$ cat src/hdl/kva_pkg.sv
// Package for the keyboard voice allocator: transfer structs, sequencer states,
// key code constants, the note pitch ROM and key decode helpers.
// No dependencies.
package kva_pkg;

    localparam int VOICES_DEFAULT = 4;

    // Input event codes
    localparam logic [15:0] EV_KEY      = 16'd1;
    localparam logic [1:0]  REQ_RELEASE = 2'd0;
    localparam logic [1:0]  REQ_PRESS   = 2'd1;

    // Control keys
    localparam logic [9:0] KEY_ESC         = 10'd1;
    localparam logic [9:0] KEY_VOL_DOWN    = 10'd12;
    localparam logic [9:0] KEY_VOL_UP      = 10'd13;
    localparam logic [9:0] KEY_FILTER      = 10'd57;
    localparam logic [9:0] KEY_KP7         = 10'd71;
    localparam logic [9:0] KEY_KP8         = 10'd72;
    localparam logic [9:0] KEY_KP9         = 10'd73;
    localparam logic [9:0] KEY_CUTOFF_DOWN = 10'd74;
    localparam logic [9:0] KEY_KP4         = 10'd75;
    localparam logic [9:0] KEY_KP5         = 10'd76;
    localparam logic [9:0] KEY_KP6         = 10'd77;
    localparam logic [9:0] KEY_CUTOFF_UP   = 10'd78;
    localparam logic [9:0] KEY_KP1         = 10'd79;
    localparam logic [9:0] KEY_KP2         = 10'd80;
    localparam logic [9:0] KEY_KP3         = 10'd81;
    localparam logic [9:0] KEY_NONE        = 10'd0;

    // Settings limits and reset values
    localparam logic [12:0] CUTOFF_MAX   = 13'd5000;
    localparam logic [12:0] CUTOFF_STEP  = 13'd100;
    localparam logic [12:0] CUTOFF_RESET = 13'd1000;
    localparam logic [4:0]  VOLUME_MAX   = 5'd20;
    localparam logic [4:0]  VOLUME_RESET = 5'd10;
    localparam logic [3:0]  OCTAVE_RESET = 4'd4;

    localparam int PITCH_ROM_SIZE = 118;

    // round(440 * 2^((n-48)/12))
    localparam logic [14:0] PITCH_ROM [PITCH_ROM_SIZE] = '{
        15'd28,    15'd29,    15'd31,    15'd33,    15'd35,    15'd37,
        15'd39,    15'd41,    15'd44,    15'd46,    15'd49,    15'd52,
        15'd55,    15'd58,    15'd62,    15'd65,    15'd69,    15'd73,
        15'd78,    15'd82,    15'd87,    15'd92,    15'd98,    15'd104,
        15'd110,   15'd117,   15'd123,   15'd131,   15'd139,   15'd147,
        15'd156,   15'd165,   15'd175,   15'd185,   15'd196,   15'd208,
        15'd220,   15'd233,   15'd247,   15'd262,   15'd277,   15'd294,
        15'd311,   15'd330,   15'd349,   15'd370,   15'd392,   15'd415,
        15'd440,   15'd466,   15'd494,   15'd523,   15'd554,   15'd587,
        15'd622,   15'd659,   15'd698,   15'd740,   15'd784,   15'd831,
        15'd880,   15'd932,   15'd988,   15'd1047,  15'd1109,  15'd1175,
        15'd1245,  15'd1319,  15'd1397,  15'd1480,  15'd1568,  15'd1661,
        15'd1760,  15'd1865,  15'd1976,  15'd2093,  15'd2217,  15'd2349,
        15'd2489,  15'd2637,  15'd2794,  15'd2960,  15'd3136,  15'd3322,
        15'd3520,  15'd3729,  15'd3951,  15'd4186,  15'd4435,  15'd4699,
        15'd4978,  15'd5274,  15'd5588,  15'd5920,  15'd6272,  15'd6645,
        15'd7040,  15'd7459,  15'd7902,  15'd8372,  15'd8870,  15'd9397,
        15'd9956,  15'd10548, 15'd11175, 15'd11840, 15'd12544, 15'd13290,
        15'd14080, 15'd14917, 15'd15804, 15'd16744, 15'd17740, 15'd18795,
        15'd19912, 15'd21096, 15'd22351, 15'd23680
    };

    typedef struct packed {
        logic [15:0] event_kind;
        logic [9:0]  key_code;
        logic [1:0]  req_type;
    } kva_cmd_t;

    typedef struct packed {
        logic        voice_updated;
        logic [1:0]  voice_index;
        logic [14:0] voice_pitch;
        logic        voice_on;
        logic [1:0]  voice_waveform;
        logic [12:0] filter_cutoff;
        logic        filter_enabled;
        logic [4:0]  volume_steps;
        logic [3:0]  octave_now;
        logic        exit_request;
    } kva_rsp_t;

    typedef struct packed {
        logic        updated;
        logic [1:0]  index;
        logic [14:0] pitch;
        logic        on;
        logic [1:0]  waveform;
    } kva_voice_t;

    typedef struct packed {
        logic [12:0] cutoff;
        logic        filter;
        logic [4:0]  volume;
        logic [3:0]  octave;
        logic        exit_flag;
    } kva_settings_t;

    typedef struct packed {
        logic       en;
        logic [9:0] key;
        logic [1:0] wave;
    } kva_slot_wr_t;

    typedef enum logic [1:0] {
        ST_IDLE,
        ST_SCAN,
        ST_DONE
    } kva_state_t;

    function automatic logic is_note_key(input logic [9:0] code);
        logic hit;
        hit = code inside {[10'd2:10'd8], [10'd16:10'd22], [10'd30:10'd36], [10'd44:10'd50]};
        return hit;
    endfunction

    // (code+1) mod 14 for note keys
    function automatic logic [3:0] note_offset(input logic [9:0] code);
        logic [9:0] v;
        v = code + 10'd1;
        if (code inside {[10'd44:10'd50]})
            v = code - 10'd41;
        else if (code inside {[10'd30:10'd36]})
            v = code - 10'd27;
        else if (code inside {[10'd16:10'd22]})
            v = code - 10'd13;
        return v[3:0];
    endfunction

    // (code+1) / 14 for note keys: the key row
    function automatic logic [1:0] note_wave(input logic [9:0] code);
        logic [1:0] w;
        w = 2'd0;
        if (code inside {[10'd44:10'd50]})
            w = 2'd3;
        else if (code inside {[10'd30:10'd36]})
            w = 2'd2;
        else if (code inside {[10'd16:10'd22]})
            w = 2'd1;
        return w;
    endfunction

    function automatic logic [14:0] note_pitch(input logic [9:0] code, input logic [3:0] octave);
        logic [7:0] n;
        n = 8'({octave, 3'b000}) + 8'({octave, 2'b00}) + 8'(note_offset(code));
        if (n >= 8'(PITCH_ROM_SIZE))
            n = 8'(PITCH_ROM_SIZE - 1);
        return PITCH_ROM[n[6:0]];
    endfunction

endpackage

$ cat src/hdl/kva_ctrl_regs.sv
// Synth control settings: cutoff, filter flag, volume, octave and exit flag.
// Depends on kva_pkg.
module kva_ctrl_regs
    import kva_pkg::*;
(
    input  logic          clk,
    input  logic          rst_n,
    input  logic          press_en,
    input  logic [9:0]    key_code,
    output kva_settings_t settings
);

    kva_settings_t set_reg;
    kva_settings_t set_next;

    always_comb
    begin
        set_next = set_reg;
        if (press_en)
        begin
            case (key_code)
                KEY_ESC:         set_next.exit_flag = 1'b1;
                KEY_CUTOFF_DOWN: set_next.cutoff = (set_reg.cutoff >= CUTOFF_STEP) ?
                                                   set_reg.cutoff - CUTOFF_STEP : 13'd0;
                KEY_CUTOFF_UP:   set_next.cutoff =
                                     (set_reg.cutoff + CUTOFF_STEP <= CUTOFF_MAX) ?
                                     set_reg.cutoff + CUTOFF_STEP : CUTOFF_MAX;
                KEY_VOL_DOWN:    if (set_reg.volume != 5'd0)
                                     set_next.volume = set_reg.volume - 5'd1;
                KEY_VOL_UP:      if (set_reg.volume < VOLUME_MAX)
                                     set_next.volume = set_reg.volume + 5'd1;
                KEY_FILTER:      set_next.filter = ~set_reg.filter;
                KEY_KP1:         set_next.octave = 4'd1;
                KEY_KP2:         set_next.octave = 4'd2;
                KEY_KP3:         set_next.octave = 4'd3;
                KEY_KP4:         set_next.octave = 4'd4;
                KEY_KP5:         set_next.octave = 4'd5;
                KEY_KP6:         set_next.octave = 4'd6;
                KEY_KP7:         set_next.octave = 4'd7;
                KEY_KP8:         set_next.octave = 4'd8;
                KEY_KP9:         set_next.octave = 4'd9;
                default:         set_next = set_reg;
            endcase
        end
    end

    always_ff @(posedge clk or negedge rst_n)
    begin
        if (!rst_n)
        begin
            set_reg.cutoff    <= CUTOFF_RESET;
            set_reg.filter    <= 1'b0;
            set_reg.volume    <= VOLUME_RESET;
            set_reg.octave    <= OCTAVE_RESET;
            set_reg.exit_flag <= 1'b0;
        end
        else
        begin
            set_reg <= set_next;
        end
    end

    assign settings = set_reg;

endmodule

$ cat src/hdl/kva_voice_table.sv
// Voice table: key code and waveform per voice, one read port, one write port.
// Key code 0 marks a free voice. Depends on kva_pkg.
module kva_voice_table
    import kva_pkg::*;
#(
    parameter int VOICES = VOICES_DEFAULT,
    localparam int IDX_W = (VOICES > 1) ? $clog2(VOICES) : 1
)
(
    input  logic             clk,
    input  logic             rst_n,
    input  logic [IDX_W-1:0] rd_idx,
    output logic [9:0]       rd_key,
    output logic [1:0]       rd_wave,
    input  logic [IDX_W-1:0] wr_idx,
    input  kva_slot_wr_t     wr
);

    logic [9:0] key_reg  [VOICES];
    logic [1:0] wave_reg [VOICES];

    always_ff @(posedge clk or negedge rst_n)
    begin
        if (!rst_n)
        begin
            for (int i = 0; i < VOICES; i++)
            begin
                key_reg[i]  <= KEY_NONE;
                wave_reg[i] <= 2'd0;
            end
        end
        else if (wr.en)
        begin
            key_reg[wr_idx]  <= wr.key;
            wave_reg[wr_idx] <= wr.wave;
        end
    end

    assign rd_key  = key_reg[rd_idx];
    assign rd_wave = wave_reg[rd_idx];

endmodule

$ cat src/hdl/keyboard_voice_allocator_unit.sv
// Top level of the keyboard voice allocator: command channel, scan sequencer,
// voice table and settings. Depends on kva_pkg, kva_voice_table, kva_ctrl_regs.
//
// Usage:
//   An event transfers in at a rising edge with start high and busy low. The
//   block then holds busy high until its result has been shown. Every event
//   gives exactly one result on rsp, marked by done for one cycle; the
//   receiver cannot stall, so done is never held.
//   Control key presses update the settings at the accept edge. Note presses
//   scan the voice table for the first free voice and releases scan for the
//   first voice holding the key; the scan uses one shared key comparator and
//   looks at one voice per cycle, stopping at the first hit.
//   For events that need no scan the sequencer goes from idle straight to the
//   done state; scanning events pass through the scan state first and stay
//   there until a hit or the last voice. busy stays high through the done
//   cycle, so the next event can transfer in at the end of the idle cycle that
//   follows it. A new event is thus taken only once the last one is through.
//   After escape the exit flag sticks and later events only report state.
//   Reset (rst_n low, asynchronous) frees all voices, restores cutoff 1000,
//   filter off, volume 10, octave 4, and returns the sequencer to idle.
module keyboard_voice_allocator_unit
    import kva_pkg::*;
#(
    parameter int VOICES = VOICES_DEFAULT
)
(
    input  logic     clk,
    input  logic     rst_n,
    input  logic     start,
    output logic     busy,
    input  kva_cmd_t cmd,
    output logic     done,
    output kva_rsp_t rsp
);

    localparam int IDX_W = (VOICES > 1) ? $clog2(VOICES) : 1;
    localparam logic [IDX_W-1:0] LAST_IDX = IDX_W'(VOICES - 1);

    kva_state_t       state_reg, state_next;
    logic [IDX_W-1:0] idx_reg, idx_next;
    logic [9:0]       code_reg, code_next;      // key held by the event
    logic             press_reg, press_next;    // scan for a free voice vs. release
    logic [14:0]      pitch_reg, pitch_next;    // ROM pitch looked up at accept
    logic [1:0]       wave_reg, wave_next;
    kva_voice_t       voice_reg, voice_next;

    kva_settings_t settings;
    kva_slot_wr_t  slot_wr;
    logic [9:0]    rd_key;
    logic [1:0]    rd_wave;
    logic [9:0]    target;

    logic accept;
    logic act;
    logic press_note;
    logic release_key;
    logic match;

    // Event decode at the accept edge; exit flag is the value before this event
    assign accept      = start && !busy;
    assign act         = !settings.exit_flag && (cmd.event_kind == EV_KEY);
    assign press_note  = act && (cmd.req_type == REQ_PRESS) && is_note_key(cmd.key_code);
    assign release_key = act && (cmd.req_type == REQ_RELEASE) && (cmd.key_code != KEY_NONE);

    // Shared comparator: free slot on a press, matching slot on a release
    assign target = press_reg ? KEY_NONE : code_reg;
    assign match  = (rd_key == target);

    kva_voice_table #(
        .VOICES (VOICES)
    ) u_table (
        .clk     (clk),
        .rst_n   (rst_n),
        .rd_idx  (idx_reg),
        .rd_key  (rd_key),
        .rd_wave (rd_wave),
        .wr_idx  (idx_reg),
        .wr      (slot_wr)
    );

    kva_ctrl_regs u_ctrl (
        .clk      (clk),
        .rst_n    (rst_n),
        .press_en (accept && act && (cmd.req_type == REQ_PRESS)),
        .key_code (cmd.key_code),
        .settings (settings)
    );

    // Next state
    always_comb
    begin
        state_next = state_reg;
        case (state_reg)
            ST_IDLE:
                if (accept)
                    state_next = (press_note || release_key) ? ST_SCAN : ST_DONE;
            ST_SCAN:
                if (match || (idx_reg == LAST_IDX))
                    state_next = ST_DONE;
            ST_DONE:
                state_next = ST_IDLE;
            default:
                state_next = ST_IDLE;
        endcase
    end

    // Datapath and table write control
    always_comb
    begin
        idx_next   = idx_reg;
        code_next  = code_reg;
        press_next = press_reg;
        pitch_next = pitch_reg;
        wave_next  = wave_reg;
        voice_next = voice_reg;
        slot_wr    = '0;
        case (state_reg)
            ST_IDLE:
                if (accept)
                begin
                    idx_next   = '0;
                    code_next  = cmd.key_code;
                    press_next = press_note;
                    pitch_next = note_pitch(cmd.key_code, settings.octave);
                    wave_next  = note_wave(cmd.key_code);
                    voice_next = '0;
                end
            ST_SCAN:
                if (match)
                begin
                    slot_wr.en             = 1'b1;
                    slot_wr.key            = press_reg ? code_reg : KEY_NONE;
                    slot_wr.wave           = press_reg ? wave_reg : rd_wave;
                    voice_next.updated     = 1'b1;
                    voice_next.index       = 2'(idx_reg);
                    voice_next.pitch       = press_reg ? pitch_reg : 15'd0;
                    voice_next.on          = press_reg;
                    voice_next.waveform    = press_reg ? wave_reg : rd_wave;
                end
                else if (idx_reg != LAST_IDX)
                begin
                    idx_next = idx_reg + IDX_W'(1);
                end
            ST_DONE:
                idx_next = idx_reg;
            default:
                idx_next = '0;
        endcase
    end

    always_ff @(posedge clk or negedge rst_n)
    begin
        if (!rst_n)
        begin
            state_reg <= ST_IDLE;
            idx_reg   <= '0;
        end
        else
        begin
            state_reg <= state_next;
            idx_reg   <= idx_next;
        end
    end

    always_ff @(posedge clk)
    begin
        code_reg  <= code_next;
        press_reg <= press_next;
        pitch_reg <= pitch_next;
        wave_reg  <= wave_next;
        voice_reg <= voice_next;
    end

    // Outputs: settings are stable while busy, so they are read live
    assign busy = (state_reg != ST_IDLE);
    assign done = (state_reg == ST_DONE);

    assign rsp.voice_updated  = voice_reg.updated;
    assign rsp.voice_index    = voice_reg.index;
    assign rsp.voice_pitch    = voice_reg.pitch;
    assign rsp.voice_on       = voice_reg.on;
    assign rsp.voice_waveform = voice_reg.waveform;
    assign rsp.filter_cutoff  = settings.cutoff;
    assign rsp.filter_enabled = settings.filter;
    assign rsp.volume_steps   = settings.volume;
    assign rsp.octave_now     = settings.octave;
    assign rsp.exit_request   = settings.exit_flag;

endmodule
$ cat config.mk
export PLATFORM = sky130hd
export DESIGN_NAME = keyboard_voice_allocator_unit
export DESIGN_NICKNAME = d
export VERILOG_FILES = /design/src/hdl/kva_pkg.sv /design/src/hdl/kva_ctrl_regs.sv /design/src/hdl/kva_voice_table.sv /design/src/hdl/keyboard_voice_allocator_unit.sv
export SDC_FILE = /design/constraint.sdc
export NUM_CORES = 1
export LEC_CHECK = 0
export BUFFER_PORTS_ARGS = -buffer_cell sky130_fd_sc_hd__buf_2
export CORE_ASPECT_RATIO = 1.75
export CORE_MARGIN = 2
export CORE_UTILIZATION = 45
export DETAILED_ROUTE_END_ITERATION = 8
export PLACE_DENSITY = 0.74
export SLEW_MARGIN = 0
export SYNTH_ARGS = -nofsm -noshare
export SYNTH_HDL_FRONTEND = slang
export SYNTH_SLANG_ARGS = --single-unit
$ cat constraint.sdc
create_clock -name clk -period 6.6 [get_ports clk]
set_input_delay 1.32 -clock clk [delete_from_list [all_inputs] [get_ports clk]]
set_output_delay 1.32 -clock clk [all_outputs]
set_load 0.05 [all_outputs]
==> results of run 1 <==
[cell families after synthesis]
group                    after synthesis  synth area share, %
AO/OA/AOI/OAI                        262                 19.8
XOR/XNOR                              21                 2.07
adder cells (fa/ha/maj)               39                 5.79
buffers and inverters                103                 5.35
flip-flops                           123                 37.5
multiplexers                          70                 12.0
other                                  1               0.0421
AND/OR/NAND/NOR                      295                 17.5
[per-layer routing]
metal / share of wire [%] / vias up / track usage [%]
met2: 53 / 378 / 52.4
met1: 35 / 3956 / 30.5
met3: 4.9 / 133 / 4.01
li1: - / 3744 / -
met5: 0 / - / 0
met4: 7.3 / 0 / 20.5
[path summary, 6_finish.rpt]
| check | start | to | cells after the start |
|---|---|---|---|
| max in group asynchronous | rst_n | u_table.key_reg[14] | 1 |
| worst max-delay path | cmd[3] | pitch_reg[11] | 24 |
| min in group asynchronous | rst_n | u_ctrl.settings[7] | 1 |
| worst max register to register | u_ctrl.settings[1] | pitch_reg[11] | 16 |
| worst min register to register | u_table.key_reg[11] | u_table.key_reg[11] | 1 |
| worst min-delay path | u_table.key_reg[11] | u_table.key_reg[11] | 1 |
[metrics by stage]
step | instances | area (um^2) | hold WS (ns) | setup WS (ns)
finish | 1324 | 11000 | 0.500 | 0.159
global route | 1324 | 11000 | 0.505 | 0.00332
detailed placement | 1290 | 10300 | 0.489 | -0.447
CTS | 1322 | 10900 | 0.504 | 0.00147
global placement | 1290 | 10300 | 0.482 | -0.467
floorplan | 915 | 9070 | 0.474 | 0.00108
[Yosys cell counts, types with 11 or more instances]
cell | n | area (um^2)
nand2_1 | 71 | 267
nor2_1 | 67 | 251
a21oi_1 | 65 | 325
dfrtp_1 | 65 | 1630
edfxtp_1 | 49 | 1470
o21ai_0 | 46 | 230
clkbuf_1 | 43 | 161
mux2_4 | 40 | 601
and3_1 | 34 | 213
ha_1 | 34 | 425
inv_1 | 32 | 120
nor3_1 | 24 | 120
o22ai_1 | 15 | 93.8
a31oi_1 | 14 | 87.6
nand2b_1 | 13 | 81.3
a211oi_1 | 12 | 90.1
mux2_2 | 12 | 135
mux4_2 | 12 | 270
o221ai_1 | 12 | 105
xnor2_1 | 12 | 105
a21o_1 | 11 | 82.6
and2_1 | 11 | 68.8
nand3_1 | 11 | 55.1
[critical path: stages]
cell and delay (ns):
buf_2 0.11, nand2_4 0.07, maj3_2 0.31, a32oi_2 0.22, nor2_1 0.09, ha_1 0.31, a21o_1 0.17, a21oi_2 0.14
xnor2_1 0.11, fa_1 0.50, inv_1 0.04, ha_2 0.18, fa_2 0.55, nand2_1 0.05, or4_4 0.57, a21oi_4 0.20
or3_4 0.18, inv_4 0.05, ha_1 0.22, buf_4 0.16, o21ai_1 0.42, o22ai_1 0.17, a221oi_1 0.38, nor2_1 0.08
[layout make-up]
| type | instances | area share (%) |
|---|---|---|
| multi-input cells | 689 | 47.7 |
| flip-flops and latches | 123 | 30.4 |
| repair buffers | 201 | 12.6 |
| clock buffers | 17 | 3.88 |
| well taps | 245 | 2.79 |
| clock inverters | 15 | 1.44 |
| inverters | 34 | 1.20 |
[report_power, final]
| group | leakage, nW | internal (mW) | switching [mW] |
|---|---|---|---|
| registers | 1.48 | 0.817 | 0.0144 |
| logic | 3.19 | 0.167 | 0.259 |
| clock network | 0.280 | 0.532 | 0.392 |
[what timing repair did]
item,4_1_cts,5_1_grt
setup endpoints to repair,0,11
buffers inserted,0,2
resized for setup,0,11
==> results.py, run 1 <==
metrics = {
    "run_status": {
        "status": "completed",
    },
    "timing": {
        "rsz0062_at_grt": "yes",
        "period_minus_slack_ns": 6.44,
        "setup_violations": 0,
        "setup_tns_ns": 0,
        "finalHoldViolCount": 0,
        "maxSlewHeadroom_pct": 21.6,
        "finalClockSkew_ns": 0.0114,
        "fin_crit_sh_pct": 97.6,
        "worstMarginPinSlew_ns": 1.17,
        "max_freq_ghz": 0.155,
        "drv_slew": 0,
    },
    "routing": {
        "wl_per_cell_um": 22.8,
        "routed_wirelength_um": 30200,
        "drcViolationCount": 0,
        "via_count": 8211,
        "vias_per_cell": 6.20,
        "drt-initial-drc-count": 651,
        "antenna_left": 0,
        "dr.pass1.iters": 5,
    },
    "logic_synthesis": {
        "ys_warn_count": 0,
        "synthCells": 914,
        "ys_seq_area_share_pct": 37.5,
        "synthArstFlopShare_pct": 60.2,
        "synth.distinct_cells": 86,
        "ys_ff_latch": 123,
        "avgSynthCellArea_um2": 9.74,
        "synth_ff_type": "dfrtp_1",
        "mappedNetlistArea_mm2": 0.00890,
        "synth_edf_count": 49,
    },
    "cells_and_area": {
        "area_growth_pct": 23.3,
        "layout-drive-gt1-share_pct": 32.3,
        "final_common_cell": "buf_4",
        "ff_latch_area_mm2": 0.00333,
        "final_cell_mix": "buf_4 (122), buf_2 (74), nand2_1 (69)",
        "antenna_cells": 0,
        "multiInputGateArea_mm2": 0.00523,
        "fin_util_pct": 56.1,
        "largest_reg_flops": 40,
        "fill_cells": 1709,
        "final_nets": 1135,
    },
    "floorplanning": {
        "start_util_pct": 45.5,
        "pin_count": 78,
        "die_w_um": 110,
        "die_area_mm2": 0.0210,
        "core_mm2": 0.0196,
        "num_rows": 68,
        "dieHeight_um": 190,
    },
    "flow_run": {
        "maxCapViolCount": 0,
    },
    "grt": {
        "grt_pass1_wl_um": 45800,
        "antenna_found_initial": 0,
        "grt_max_degree": 75,
        "gr-total-overflow": 0,
        "grtUsageTotal_pct": 29.3,
        "grt_pass1_vias": 8227,
    },
    "placement": {
        "place_congestion": 0.989,
        "hpwlAfterDp_um": 22400,
        "portBuffers": 75,
    },
    "critical_path": {
        "cp_data_arrival_time_ns": 6.60,
        "crit_path_start_kind": "input port",
        "path_max_fanout": 5,
        "required_ns": 6.76,
        "worst-r2r-setup-slack_ns": 2.00,
        "critPathKind": "input port to register",
        "endpoint_kind": "register",
    },
    "clock_tree": {
        "clk_latency_ns": 0.42,
        "cts_tree": "yes",
        "htreeDepth": 4,
        "cts_buffers": 17,
        "clock-root-buffer": "clkbuf_16",
        "clk_pin_slew_ns": 0.06,
        "numClockSinks": 123,
        "cts_max_path_buffers": 2,
        "postCtsHoldBufs": 0,
    },
    "power": {
        "p_per_area_mw_per_mm2": 199,
        "peakVddDrop_uv": 185,
        "total_power_mw": 2.18,
        "p_leak_nw": 4.95,
    },
    "min_path": {
        "hold_class": "register to register",
    },
}
Note: power is estimated with default switching activity, not from simulation.
==> inputs of run 2 (changes only) <==
--- a/config.mk
+++ b/config.mk
@@ -6,7 +6,7 @@
 export NUM_CORES = 1
 export LEC_CHECK = 0
 export BUFFER_PORTS_ARGS = -buffer_cell sky130_fd_sc_hd__buf_2
-export CORE_ASPECT_RATIO = 1.75
+export CORE_ASPECT_RATIO = 1.25
 export CORE_MARGIN = 2
 export CORE_UTILIZATION = 45
 export DETAILED_ROUTE_END_ITERATION = 8
==> constraint.sdc (replaced) <==
create_clock -name clk -period 6.6 [get_ports clk]
set_input_delay 0.66 -clock clk [delete_from_list [all_inputs] [get_ports clk]]
set_output_delay 0.66 -clock clk [all_outputs]
set_load 0.05 [all_outputs]
==> results.py, run 2 (synthesized netlist as in run 1, its figures left out) <==
metrics = {
    "clock_tree": {
        "cts_setup_buffers": 0,
        "numClockSinks": 123,
        "clock-root-buffer": "clkbuf_16",
        "cts_tree": "yes",
        "clk_pin_slew_ns": 0.07,
        "htreeDepth": 4,
        "postCtsHoldBufs": 0,
        "ctsResizeCount": 0,
        "cts_max_path_buffers": 2,
        "clk_latency_ns": 0.43,
        "cts_buffers": 17,
    },
    "timing": {
        "setup_ws_ns": 0.448,
        "setup_violations": 0,
        "max_freq_ghz": 0.163,
        "maxSlewHeadroom_pct": 21.0,
        "finalClockSkew_ns": 0.0154,
        "finalHoldViolCount": 0,
        "rsz0062_at_grt": "no",
        "drv_slew": 0,
        "period_minus_slack_ns": 6.15,
        "worstMarginPinSlew_ns": 1.18,
        "setup_tns_ns": 0,
        "fin_crit_sh_pct": 93.2,
    },
    "routing": {
        "via_count": 7815,
        "vias_per_cell": 6.17,
        "drcViolationCount": 0,
        "routed_wirelength_um": 25500,
        "drt-initial-drc-count": 995,
        "antenna_left": 0,
        "dr.pass1.iters": 8,
        "wl_per_cell_um": 20.2,
    },
    "placement": {
        "place_congestion": 1.03,
        "dpl_worst_slack_ns": 0.0829,
        "portBuffers": 75,
        "hpwlAfterDp_um": 17900,
    },
    "floorplanning": {
        "pin_count": 78,
        "dieHeight_um": 161,
        "start_util_pct": 45.9,
        "die_area_mm2": 0.0209,
        "num_rows": 57,
        "core_mm2": 0.0194,
        "die_w_um": 130,
    },
    "cells_and_area": {
        "layout-drive-gt1-share_pct": 24.9,
        "ff_latch_area_mm2": 0.00333,
        "fin_util_pct": 52.8,
        "final_nets": 1057,
        "final_common_cell": "buf_2",
        "final_cell_mix": "buf_2 (74), nand2_1 (71), nor2_1 (67)",
        "area_growth_pct": 15.1,
        "fill_cells": 1795,
        "largest_reg_flops": 40,
        "multiInputGateArea_mm2": 0.00510,
        "antenna_cells": 0,
    },
    "run_status": {
        "status": "completed",
    },
    "critical_path": {
        "endpoint_kind": "register",
        "path_max_fanout": 7,
        "cp_data_arrival_time_ns": 6.31,
        "crit_path_start_kind": "input port",
        "rr_endpoint": "pitch_reg[1]",
        "rr_startpoint": "u_ctrl.settings[1]",
        "worst-r2r-setup-slack_ns": 1.81,
        "r2r_cells": 17,
        "required_ns": 6.76,
        "critPathKind": "input port to register",
    },
    "grt": {
        "grt_max_degree": 75,
        "antenna_found_initial": 0,
        "gr-total-overflow": 0,
        "grt_pass1_vias": 7626,
        "grtUsageTotal_pct": 24.9,
        "grt_pass1_wl_um": 41000,
    },
    "power": {
        "p_leak_nw": 4.54,
        "p_per_area_mw_per_mm2": 208,
        "peakVddDrop_uv": 188,
    },
    "flow_run": {
        "maxCapViolCount": 0,
    },
    "min_path": {
        "hold_class": "input port to async pin",
    },
}
-- run 2: metal layers --
metal / track usage, % / wire length, um
met2: 39.1 / 12000
met3: 4.54 / 1490
met4: 13.0 / 1310
met5: 0 / 0
met1: 32.8 / 10700
-- run 2: power breakdown --
group	leakage, nW	internal, mW	switching, mW	total (mW)
Clock	0.301	0.581	0.380	0.961
Combinational	2.76	0.115	0.226	0.341
Sequential	1.48	0.817	0.0142	0.831
Total	4.54	1.51	0.621	2.13
-- run 2: per-stage QoR --
stage / std cells / power (mW) / hold WS, ns / instance area [um^2]
global placement: 1234 / 1.18 / 0.456 / 9640
global route: 1266 / 2.21 / 0.411 / 10200
finish: 1266 / 2.13 / 0.345 / 10200
CTS: 1266 / 2.14 / 0.402 / 10200
floorplan: 915 / 1.06 / 0.364 / 8910
detailed placement: 1234 / 1.18 / 0.458 / 9640
-- run 2: worst max-delay path by stage --
stage                       start            to  slack (ns)  cells past startpoint
after floorplan            cmd[2]  pitch_reg[1]        0.03                     26
after global placement     cmd[2]  pitch_reg[9]        0.20                     26
after detailed placement   cmd[2]  pitch_reg[1]        0.08                     25
after CTS                  cmd[2]  pitch_reg[1]        0.53                     25
after global routing      cmd[11]  pitch_reg[1]        0.10                     24
final                      cmd[2]  pitch_reg[1]        0.45                     25
-- run 2: cell type report --
type                    instances  share of cell area [%]
well taps                     265                    3.24
clock buffers                  18                    4.29
inverters                      34                    1.25
multi-input cells             689                    49.7
repair buffers                123                    7.33
clock inverters                14                    1.64
flip-flops and latches        123                    32.5
-- run 2: worst max-delay path, stage by stage --
cell,delay [ns]
buf_2,0.09
nand2_1,0.14
maj3_1,0.39
a32oi_1,0.24
nor2_1,0.09
ha_1,0.29
a21o_1,0.18
a21oi_1,0.17
xnor2_1,0.10
fa_1,0.49
inv_1,0.04
ha_1,0.21
fa_1,0.40
xnor2_1,0.17
or4_4,0.58
a21oi_2,0.22
or3_1,0.15
inv_1,0.06
ha_1,0.40
or2_2,0.21
o21ai_0,0.09
a311oi_1,0.34
o221ai_1,0.21
a221oi_1,0.28
nor3_1,0.09
